<file path="src/hdl/mer_pkg.sv">
// Types, widths and command codes for the midpoint ellipse rasterizer.
`default_nettype none
package mer_pkg;

   localparam int COORD_BITS = 10;
   localparam int OUT_BITS   = 12;
   localparam int SQ_BITS    = 2 * COORD_BITS;
   localparam int TMP_BITS   = 2 * (COORD_BITS + 1);
   localparam int MUL_BITS   = SQ_BITS + TMP_BITS;
   localparam int STEP_BITS  = 3 * COORD_BITS + 2;
   localparam int DEC_BITS   = 48;

   localparam logic MODE_START = 1'b0;
   localparam logic MODE_STEP  = 1'b1;

   typedef struct packed {
      logic                  mode;
      logic [COORD_BITS-1:0] x_center;
      logic [COORD_BITS-1:0] y_center;
      logic [COORD_BITS-1:0] radius_x;
      logic [COORD_BITS-1:0] radius_y;
   } req_type;

   typedef struct packed {
      logic signed [OUT_BITS-1:0] px_right;
      logic signed [OUT_BITS-1:0] px_left;
      logic signed [OUT_BITS-1:0] py_lower;
      logic signed [OUT_BITS-1:0] py_upper;
      logic                       last;
   } rsp_type;

   typedef enum logic [3:0] {
      OP_NONE,
      OP_LOAD,
      OP_SQ_RX,
      OP_SQ_RY,
      OP_RXSQ_RY,
      OP_START_DEC,
      OP_SW_TX,
      OP_SW_TY,
      OP_SW_P3,
      OP_SW_P4,
      OP_SW_P5,
      OP_SW_DEC,
      OP_R1_A,
      OP_R1_B,
      OP_R2_A,
      OP_R2_B
   } op_type;

   typedef struct packed {
      op_type op;
      logic   load_out;
   } cmd_type;

   typedef struct packed {
      logic busy;
      logic region_two;
      logic dx_lt_dy;
   } status_type;

endpackage
`default_nettype wire

</file>
<file path="src/hdl/midpoint_ellipse_rasterizer.sv">
// Top level of the midpoint ellipse rasterizer: controller plus datapath.
//
//   channel | ports                          | beat
//   --------+--------------------------------+-------------------------------------
//   req     | req_valid, req_ready, req_data | start (center, radii) or step command
//   rsp     | rsp_valid, rsp_ready, rsp_data | four reflected pixel coordinates, last
//
// Start: the accept loads the geometry, then three passes through the shared multiplier and the decision set-up.
// Step in region 1 or region 2: offset/step update, then decision update.
// Step that crosses into region 2: five multiplies on the shared multiplier, then the region-2 step.
// Step while no ellipse is active: accepted, no result.
// Reset is synchronous; the block comes out idle. A stalled result holds the block in
// its output wait and no new req beat is taken until the result register is loaded.
`default_nettype none
module midpoint_ellipse_rasterizer (
   input  wire              clock,
   input  wire              reset,
   input  wire              req_valid,
   output logic             req_ready,
   input  mer_pkg::req_type req_data,
   output logic             rsp_valid,
   input  wire              rsp_ready,
   output mer_pkg::rsp_type rsp_data
);
   import mer_pkg::*;

   cmd_type    cmd;
   status_type status;

   mer_ctrl u_ctrl (
      .clock     (clock),
      .reset     (reset),
      .req_valid (req_valid),
      .req_ready (req_ready),
      .req_mode  (req_data.mode),
      .status    (status),
      .cmd       (cmd),
      .rsp_valid (rsp_valid),
      .rsp_ready (rsp_ready)
   );

   mer_datapath u_datapath (
      .clock    (clock),
      .reset    (reset),
      .req_data (req_data),
      .cmd      (cmd),
      .status   (status),
      .rsp_data (rsp_data)
   );

endmodule
`default_nettype wire

</file>
<file path="src/hdl/mer_datapath.sv">
// Datapath: latched geometry, shared multiplier, decision update and output register.
`default_nettype none
module mer_datapath (
   input  wire                 clock,
   input  wire                 reset,
   input  mer_pkg::req_type    req_data,
   input  mer_pkg::cmd_type    cmd,
   output mer_pkg::status_type status,
   output mer_pkg::rsp_type    rsp_data
);
   import mer_pkg::*;

   logic [COORD_BITS-1:0] cx_ff, cx_in, cy_ff, cy_in;
   logic [COORD_BITS-1:0] rad_x_ff, rad_x_in, rad_y_ff, rad_y_in;
   logic [COORD_BITS-1:0] off_x_ff, off_x_in, off_y_ff, off_y_in;
   logic [SQ_BITS-1:0]    rx_sq_ff, rx_sq_in, ry_sq_ff, ry_sq_in;
   logic [STEP_BITS-1:0]  dx_ff, dx_in, dy_ff, dy_in;
   logic [DEC_BITS-1:0]   dec_ff, dec_in;
   logic [TMP_BITS-1:0]   tmp_ff, tmp_in;
   logic [MUL_BITS-1:0]   prod_ff, prod_in;
   logic                  region_two_ff, region_two_in;
   logic                  busy_ff, busy_in;
   logic                  branch_ff, branch_in;
   rsp_type               rsp_ff, rsp_in;

   logic [SQ_BITS-1:0]    mul_a;
   logic [TMP_BITS-1:0]   mul_b;
   logic [COORD_BITS:0]   tx;
   logic [COORD_BITS-1:0] ty;
   logic [DEC_BITS-1:0]   dx_w, dy_w, rx_w, ry_w, term;
   logic                  dec_neg, dec_pos;

   always_comb begin
      tx      = {off_x_ff, 1'b1};
      ty      = off_y_ff - COORD_BITS'(1);
      dx_w    = DEC_BITS'(dx_ff);
      dy_w    = DEC_BITS'(dy_ff);
      rx_w    = DEC_BITS'(rx_sq_ff);
      ry_w    = DEC_BITS'(ry_sq_ff);
      dec_neg = dec_ff[DEC_BITS-1];
      dec_pos = !dec_neg && (dec_ff != '0);

      cx_in         = cx_ff;
      cy_in         = cy_ff;
      rad_x_in      = rad_x_ff;
      rad_y_in      = rad_y_ff;
      off_x_in      = off_x_ff;
      off_y_in      = off_y_ff;
      rx_sq_in      = rx_sq_ff;
      ry_sq_in      = ry_sq_ff;
      dx_in         = dx_ff;
      dy_in         = dy_ff;
      dec_in        = dec_ff;
      tmp_in        = tmp_ff;
      region_two_in = region_two_ff;
      busy_in       = busy_ff;
      branch_in     = branch_ff;
      rsp_in        = rsp_ff;
      mul_a         = '0;
      mul_b         = '0;
      term          = '0;

      unique case (cmd.op)
         OP_LOAD: begin
            cx_in         = req_data.x_center;
            cy_in         = req_data.y_center;
            rad_x_in      = req_data.radius_x;
            rad_y_in      = req_data.radius_y;
            off_x_in      = '0;
            off_y_in      = req_data.radius_y;
            dx_in         = '0;
            region_two_in = 1'b0;
         end
         OP_SQ_RX: begin
            mul_a = SQ_BITS'(rad_x_ff);
            mul_b = TMP_BITS'(rad_x_ff);
         end
         OP_SQ_RY: begin
            rx_sq_in = prod_ff[SQ_BITS-1:0];
            mul_a    = SQ_BITS'(rad_y_ff);
            mul_b    = TMP_BITS'(rad_y_ff);
         end
         OP_RXSQ_RY: begin
            ry_sq_in = prod_ff[SQ_BITS-1:0];
            mul_a    = rx_sq_ff;
            mul_b    = TMP_BITS'(rad_y_ff);
         end
         OP_START_DEC: begin
            dy_in  = STEP_BITS'({prod_ff, 1'b0});
            dec_in = DEC_BITS'({ry_sq_ff, 2'b00}) - DEC_BITS'({prod_ff, 2'b00}) + rx_w;
         end
         OP_SW_TX: begin
            mul_a = SQ_BITS'(tx);
            mul_b = TMP_BITS'(tx);
         end
         OP_SW_TY: begin
            tmp_in = prod_ff[TMP_BITS-1:0];
            mul_a  = SQ_BITS'(ty);
            mul_b  = TMP_BITS'(ty);
         end
         OP_SW_P3: begin
            tmp_in = prod_ff[TMP_BITS-1:0];
            mul_a  = ry_sq_ff;
            mul_b  = tmp_ff;
         end
         OP_SW_P4: begin
            dec_in = DEC_BITS'(prod_ff);
            mul_a  = rx_sq_ff;
            mul_b  = tmp_ff;
         end
         OP_SW_P5: begin
            dec_in = dec_ff + DEC_BITS'({prod_ff, 2'b00});
            mul_a  = rx_sq_ff;
            mul_b  = TMP_BITS'(ry_sq_ff);
         end
         OP_SW_DEC: begin
            dec_in        = dec_ff - DEC_BITS'({prod_ff, 2'b00});
            region_two_in = 1'b1;
         end
         OP_R1_A: begin
            off_x_in  = off_x_ff + COORD_BITS'(1);
            dx_in     = dx_ff + STEP_BITS'({ry_sq_ff, 1'b0});
            branch_in = dec_neg;
            if (!dec_neg) begin
               off_y_in = off_y_ff - COORD_BITS'(1);
               dy_in    = dy_ff - STEP_BITS'({rx_sq_ff, 1'b0});
            end
         end
         OP_R1_B: begin
            term   = branch_ff ? (dx_w + ry_w) : (dx_w - dy_w + ry_w);
            dec_in = dec_ff + {term[DEC_BITS-3:0], 2'b00};
         end
         OP_R2_A: begin
            off_y_in  = off_y_ff - COORD_BITS'(1);
            dy_in     = dy_ff - STEP_BITS'({rx_sq_ff, 1'b0});
            branch_in = dec_pos;
            if (!dec_pos) begin
               off_x_in = off_x_ff + COORD_BITS'(1);
               dx_in    = dx_ff + STEP_BITS'({ry_sq_ff, 1'b0});
            end
         end
         OP_R2_B: begin
            term   = branch_ff ? (rx_w - dy_w) : (dx_w - dy_w + rx_w);
            dec_in = dec_ff + {term[DEC_BITS-3:0], 2'b00};
         end
         default: ;
      endcase

      prod_in = MUL_BITS'(mul_a) * MUL_BITS'(mul_b);

      if (cmd.load_out) begin
         rsp_in.px_right = OUT_BITS'(cx_ff) + OUT_BITS'(off_x_ff);
         rsp_in.px_left  = OUT_BITS'(cx_ff) - OUT_BITS'(off_x_ff);
         rsp_in.py_lower = OUT_BITS'(cy_ff) + OUT_BITS'(off_y_ff);
         rsp_in.py_upper = OUT_BITS'(cy_ff) - OUT_BITS'(off_y_ff);
         rsp_in.last     = (off_y_ff == '0);
         busy_in         = (off_y_ff != '0);
      end
   end

   always_ff @(posedge clock) begin
      cx_ff    <= cx_in;
      cy_ff    <= cy_in;
      rad_x_ff <= rad_x_in;
      rad_y_ff <= rad_y_in;
      off_x_ff <= off_x_in;
      off_y_ff <= off_y_in;
      rx_sq_ff <= rx_sq_in;
      ry_sq_ff <= ry_sq_in;
      dx_ff    <= dx_in;
      dy_ff    <= dy_in;
      dec_ff   <= dec_in;
      tmp_ff   <= tmp_in;
      prod_ff  <= prod_in;
      branch_ff <= branch_in;
      rsp_ff   <= rsp_in;
      if (reset) begin
         region_two_ff <= 1'b0;
         busy_ff       <= 1'b0;
      end else begin
         region_two_ff <= region_two_in;
         busy_ff       <= busy_in;
      end
   end

   assign status.busy       = busy_ff;
   assign status.region_two = region_two_ff;
   assign status.dx_lt_dy   = (dx_ff < dy_ff);
   assign rsp_data          = rsp_ff;

endmodule
`default_nettype wire

</file>
<file path="src/hdl/mer_ctrl.sv">
// Controller: sequences start, step and region-switch operations and owns rsp valid.
`default_nettype none
module mer_ctrl (
   input  wire                 clock,
   input  wire                 reset,
   input  wire                 req_valid,
   output logic                req_ready,
   input  wire                 req_mode,
   input  mer_pkg::status_type status,
   output mer_pkg::cmd_type    cmd,
   output logic                rsp_valid,
   input  wire                 rsp_ready
);
   import mer_pkg::*;

   typedef enum logic [3:0] {
      ST_IDLE,
      ST_SQ_RX,
      ST_SQ_RY,
      ST_RXSQ_RY,
      ST_START_DEC,
      ST_SW_TY,
      ST_SW_P3,
      ST_SW_P4,
      ST_SW_P5,
      ST_SW_DEC,
      ST_R2_A,
      ST_R1_B,
      ST_R2_B,
      ST_EMIT
   } state_type;

   state_type state_ff, state_in;
   logic      rsp_valid_ff, rsp_valid_in;
   logic      slot_free;
   logic      req_fire;

   always_comb begin
      slot_free    = !rsp_valid_ff || rsp_ready;
      req_fire     = req_valid && (state_ff == ST_IDLE);
      state_in     = state_ff;
      cmd.op       = OP_NONE;
      cmd.load_out = 1'b0;

      unique case (state_ff)
         ST_IDLE: begin
            if (req_fire) begin
               if (req_mode == MODE_START) begin
                  cmd.op   = OP_LOAD;
                  state_in = ST_SQ_RX;
               end else if (status.busy) begin
                  if (status.region_two) begin
                     cmd.op   = OP_R2_A;
                     state_in = ST_R2_B;
                  end else if (status.dx_lt_dy) begin
                     cmd.op   = OP_R1_A;
                     state_in = ST_R1_B;
                  end else begin
                     cmd.op   = OP_SW_TX;
                     state_in = ST_SW_TY;
                  end
               end
            end
         end
         ST_SQ_RX: begin
            cmd.op   = OP_SQ_RX;
            state_in = ST_SQ_RY;
         end
         ST_SQ_RY: begin
            cmd.op   = OP_SQ_RY;
            state_in = ST_RXSQ_RY;
         end
         ST_RXSQ_RY: begin
            cmd.op   = OP_RXSQ_RY;
            state_in = ST_START_DEC;
         end
         ST_SW_TY: begin
            cmd.op   = OP_SW_TY;
            state_in = ST_SW_P3;
         end
         ST_SW_P3: begin
            cmd.op   = OP_SW_P3;
            state_in = ST_SW_P4;
         end
         ST_SW_P4: begin
            cmd.op   = OP_SW_P4;
            state_in = ST_SW_P5;
         end
         ST_SW_P5: begin
            cmd.op   = OP_SW_P5;
            state_in = ST_SW_DEC;
         end
         ST_SW_DEC: begin
            cmd.op   = OP_SW_DEC;
            state_in = ST_R2_A;
         end
         ST_R2_A: begin
            cmd.op   = OP_R2_A;
            state_in = ST_R2_B;
         end
         ST_START_DEC, ST_R1_B, ST_R2_B: begin
            if (state_ff == ST_START_DEC) begin
               cmd.op = OP_START_DEC;
            end else if (state_ff == ST_R1_B) begin
               cmd.op = OP_R1_B;
            end else begin
               cmd.op = OP_R2_B;
            end
            cmd.load_out = slot_free;
            state_in     = slot_free ? ST_IDLE : ST_EMIT;
         end
         ST_EMIT: begin
            cmd.load_out = slot_free;
            state_in     = slot_free ? ST_IDLE : ST_EMIT;
         end
         default: state_in = ST_IDLE;
      endcase

      if (cmd.load_out) begin
         rsp_valid_in = 1'b1;
      end else if (rsp_ready) begin
         rsp_valid_in = 1'b0;
      end else begin
         rsp_valid_in = rsp_valid_ff;
      end
   end

   always_ff @(posedge clock) begin
      if (reset) begin
         state_ff     <= ST_IDLE;
         rsp_valid_ff <= 1'b0;
      end else begin
         state_ff     <= state_in;
         rsp_valid_ff <= rsp_valid_in;
      end
   end

   assign req_ready = (state_ff == ST_IDLE);
   assign rsp_valid = rsp_valid_ff;

endmodule
`default_nettype wire

</file>
<file path="config.mk">
export PLATFORM = sky130hd
export DESIGN_NAME = midpoint_ellipse_rasterizer
export DESIGN_NICKNAME = d
export VERILOG_FILES = /design/src/hdl/mer_pkg.sv /design/src/hdl/midpoint_ellipse_rasterizer.sv /design/src/hdl/mer_datapath.sv /design/src/hdl/mer_ctrl.sv
export SDC_FILE = /design/constraint.sdc
export NUM_CORES = 2
export LEC_CHECK = 0
export ABC_AREA = 1
export BUFFER_PORTS_ARGS = -buffer_cell sky130_fd_sc_hd__buf_4
export CAP_MARGIN = 20
export CORE_UTILIZATION = 45
export DETAILED_ROUTE_END_ITERATION = 16
export HOLD_SLACK_MARGIN = 0.15
export SLEW_MARGIN = 20
export SYNTH_ARGS = -nofsm -noshare
export SYNTH_HDL_FRONTEND = slang
export SYNTH_SLANG_ARGS = --single-unit
</file>
<file path="constraint.sdc">
create_clock -name clock -period 11.72 [get_ports clock]
set_input_delay 3.516 -clock clock [delete_from_list [all_inputs] [get_ports clock]]
set_output_delay 3.516 -clock clock [all_outputs]
set_load 0.02 [all_outputs]
</file>
==> summary.txt <==
post-synth cell types: 68
Combinational Power Share: 67.7%
post-DR vias/cell: 5.54
Die Height: 326 microns
maximum clock insertion buffer count: 3
Yosys top cell by area: edfxtp_1
Setup Fix Bufs, Post-CTS: 0
Net Sw Frac: 54.9%
sequential share of power: 18.8%
Setup violations, final: 0
critical path data arrival time: 11.39 ns
post-layout util: 49.2%
min Tclk post-route: 10.85 ns
NetSw: 5.68 mW
RePlAce Congestion: 1.06
total CTS buffers: 40
1st-iter DRT viols: 4,390
PD cells: 202 nW/um^2
hold path depth: 2
Mean Syn Cell Area: 7.25 sq um
Final Cycle Share: 92.6%
Worst Reg2Reg Path Length in Cells: 44
clk_lat worst skew: 0.62 ns
Post-Place Worst Slack: 0.320 ns
layout cells sized above 1: 7.71%
P_leak: 26.5 nW
GRT Total Usage: 33.3%
I/O Buffers: 93
IO Count: 96
crit end category: register
Mapped Area: 47,300 sq um
status: finished clean
WL per Instance: 22.2 microns
worst r2r src: u_datapath.dx_ff[1]
commonest non-fill, non-tap cells in the layout: nand2_1 (1,520), inv_1 (1,282), nor2_1 (449), ha_1 (425), a21oi_1 (424)
total die area: 106,000 sq um
Slew Viols, Final: 0
leading cell type in the layout, fill and taps excluded: nand2_1
post-cts resize count: 0
peak supply drop: 0.114 mV
CP most frequent cell: fa_1
hold crit path type: register to register
skew final: 0.0445 ns
DRT Pass-1 Iters: 6
critical path's largest stage delay: 0.58 ns
TritonCTS clock tree: yes
n_diodes: 0
CP max-delay cell: fa_1
fill cell count: 10,600
synthesis warning total: 0
RSZ-0062 raised after global routing: no
internal power: 4.66 mW
Worst-path clk slew: 0.06 ns
total negative slack: 0 ns
Post-DP HPWL: 148 mm
drt drc: 0
via count: 44,400
initial core utilization: 45.5%
core box area: 104,000 sq um
Gate Count Post-Synth: 6,525
area delta synth->final: 8.08%
ANT nets after route: 0
vias in the first global route: 42,600
post-synthesis register bit count: 325
Die X-Extent: 326 microns
critical path class: input port to register
H-Tree Depth: 2
crit path max fanout: 13
slew margin rel.: 13.7%
Clk pwr share: 13.4%
initial antenna violation count: 3
Post-synth EDFFs: 276
grt ovf: 0
Final Total Pwr: 10.3 mW
Worst EP required: 12.26 ns
FMAX: 92.1 MHz
largest cells by area after synthesis: edfxtp_1 (18%), fa_1 (16%), nand2_1 (12%)
Final Hold Violating Endpoints: 0
Seq/Total Area, Yosys: 19.6%
Max-Cap Viols: 0
min-delay src: u_datapath.region_two_ff
Primary FF master, synth: edfxtp_1
Worst setup SP type: input port
Worst-Margin Slew: 1.28 ns
first-pass GRT wire length: 267 mm
Post-CTS Hold Buffers: 0
PnR worst setup slack: 0.866 ns
Site Rows: 118
clk sink count: 325
Yosys top cell area share: 17.5%
final wirelength: 178 mm
Setup crit start: req_valid
CTS Root Cell: clkbuf_16
Synth async-reset ratio: 0%
nets: 7,437
largest net degree at the start of global routing: 75
## layout make-up
class                           instances  area, sq um  share of cell area, %
Clock buffer                           47         1070                   2.09
Clock inverter                         26          363                  0.710
Inverter                             1357         5100                   9.97
Multi-Input combinational cell       4695        32300                   63.1
Sequential cell                       325         9270                   18.1
Tap cell                             1380         1730                   3.38
Timing Repair Buffer                  178         1350                   2.64
## worst paths after layout
path | endpoint | slack [ns]
setup / recovery | u_datapath.prod_ff[39] | 0.87
hold / removal | u_datapath.region_two_ff | 0.49
setup reg to reg | u_datapath.prod_ff[39] | 1.89
hold reg to reg | u_datapath.region_two_ff | 0.49
## cells in the mapped netlist, drive strengths merged, types with 17 or more instances
master	number
nand2	1572
inv	1344
nor2	495
a21oi	437
ha	425
fa	370
o21ai	349
nand3	299
edfxtp	276
xor2	176
buf	89
nand4	80
nor3	62
xnor2	61
clkbuf	60
dfxtp	49
a31oi	38
or2	38
a22oi	36
o211ai	35
nor4	33
o21bai	28
o21a	18
o221ai	17
## through the flow
stage	area, sq um	std cells	hold slack [ns]
final	51100	8008	0.490
after global routing	51100	8008	0.521
after CTS	51100	8008	0.490
after detailed placement	49700	7935	0.473
after global placement	49700	7935	0.485
after floorplan	47300	6526	0.447
## power groups by stage
| stage | clock, mW | combinational (mW) | sequential, mW |
|---|---|---|---|
| after global placement | 0 | 6.84 | 1.95 |
| final | 1.39 | 7.00 | 1.95 |
| after CTS | 1.41 | 6.89 | 1.93 |
| after detailed placement | 0 | 6.85 | 1.95 |
| after global routing | 1.44 | 7.73 | 1.95 |
| after floorplan | 0 | 4.85 | 1.82 |
## worst max-delay path: cells and delay by family
family / cells / cell delay, ns
buf+inv: 10 / 1.02
compound gates: 8 / 1.33
fa+ha+maj: 8 / 4.02
xor+xnor: 1 / 0.15
simple gates: 10 / 1.32
## flip-flops by register name (all words and copies together) (netlist names), 20 cells and up
signal / flops
u_datapath.rx_sq_ff: 20
u_datapath.ry_sq_ff: 20
u_datapath.prod_ff: 42
u_datapath.dy_ff: 31
u_datapath.tmp_ff: 22
u_datapath.rsp_data: 43
u_datapath.dx_ff: 31
u_datapath.dec_ff: 48
## metal layers
layer  global-route usage (%)  up-vias  wire length [microns]
li1                         -    21000                      -
met1                     46.3    21200                  77500
met2                     52.0     1804                  78400
met3                     4.99      329                  14600
met4                     12.7        0                   7540
met5                        0        -                      0
## logic make-up after synthesis
logic type / count (synthesis) / synth area share (%)
AND/OR/NAND/NOR: 2618 / 24.0
buffers and inverters: 1506 / 12.5
AO/OA/AOI/OAI: 1043 / 12.6
adder cells (fa/ha/maj): 795 / 26.9
flip-flops: 325 / 19.6
XOR/XNOR: 237 / 4.42
other: 1 / 0.00793
No activity file was read; power rests on OpenSTA's default activity.
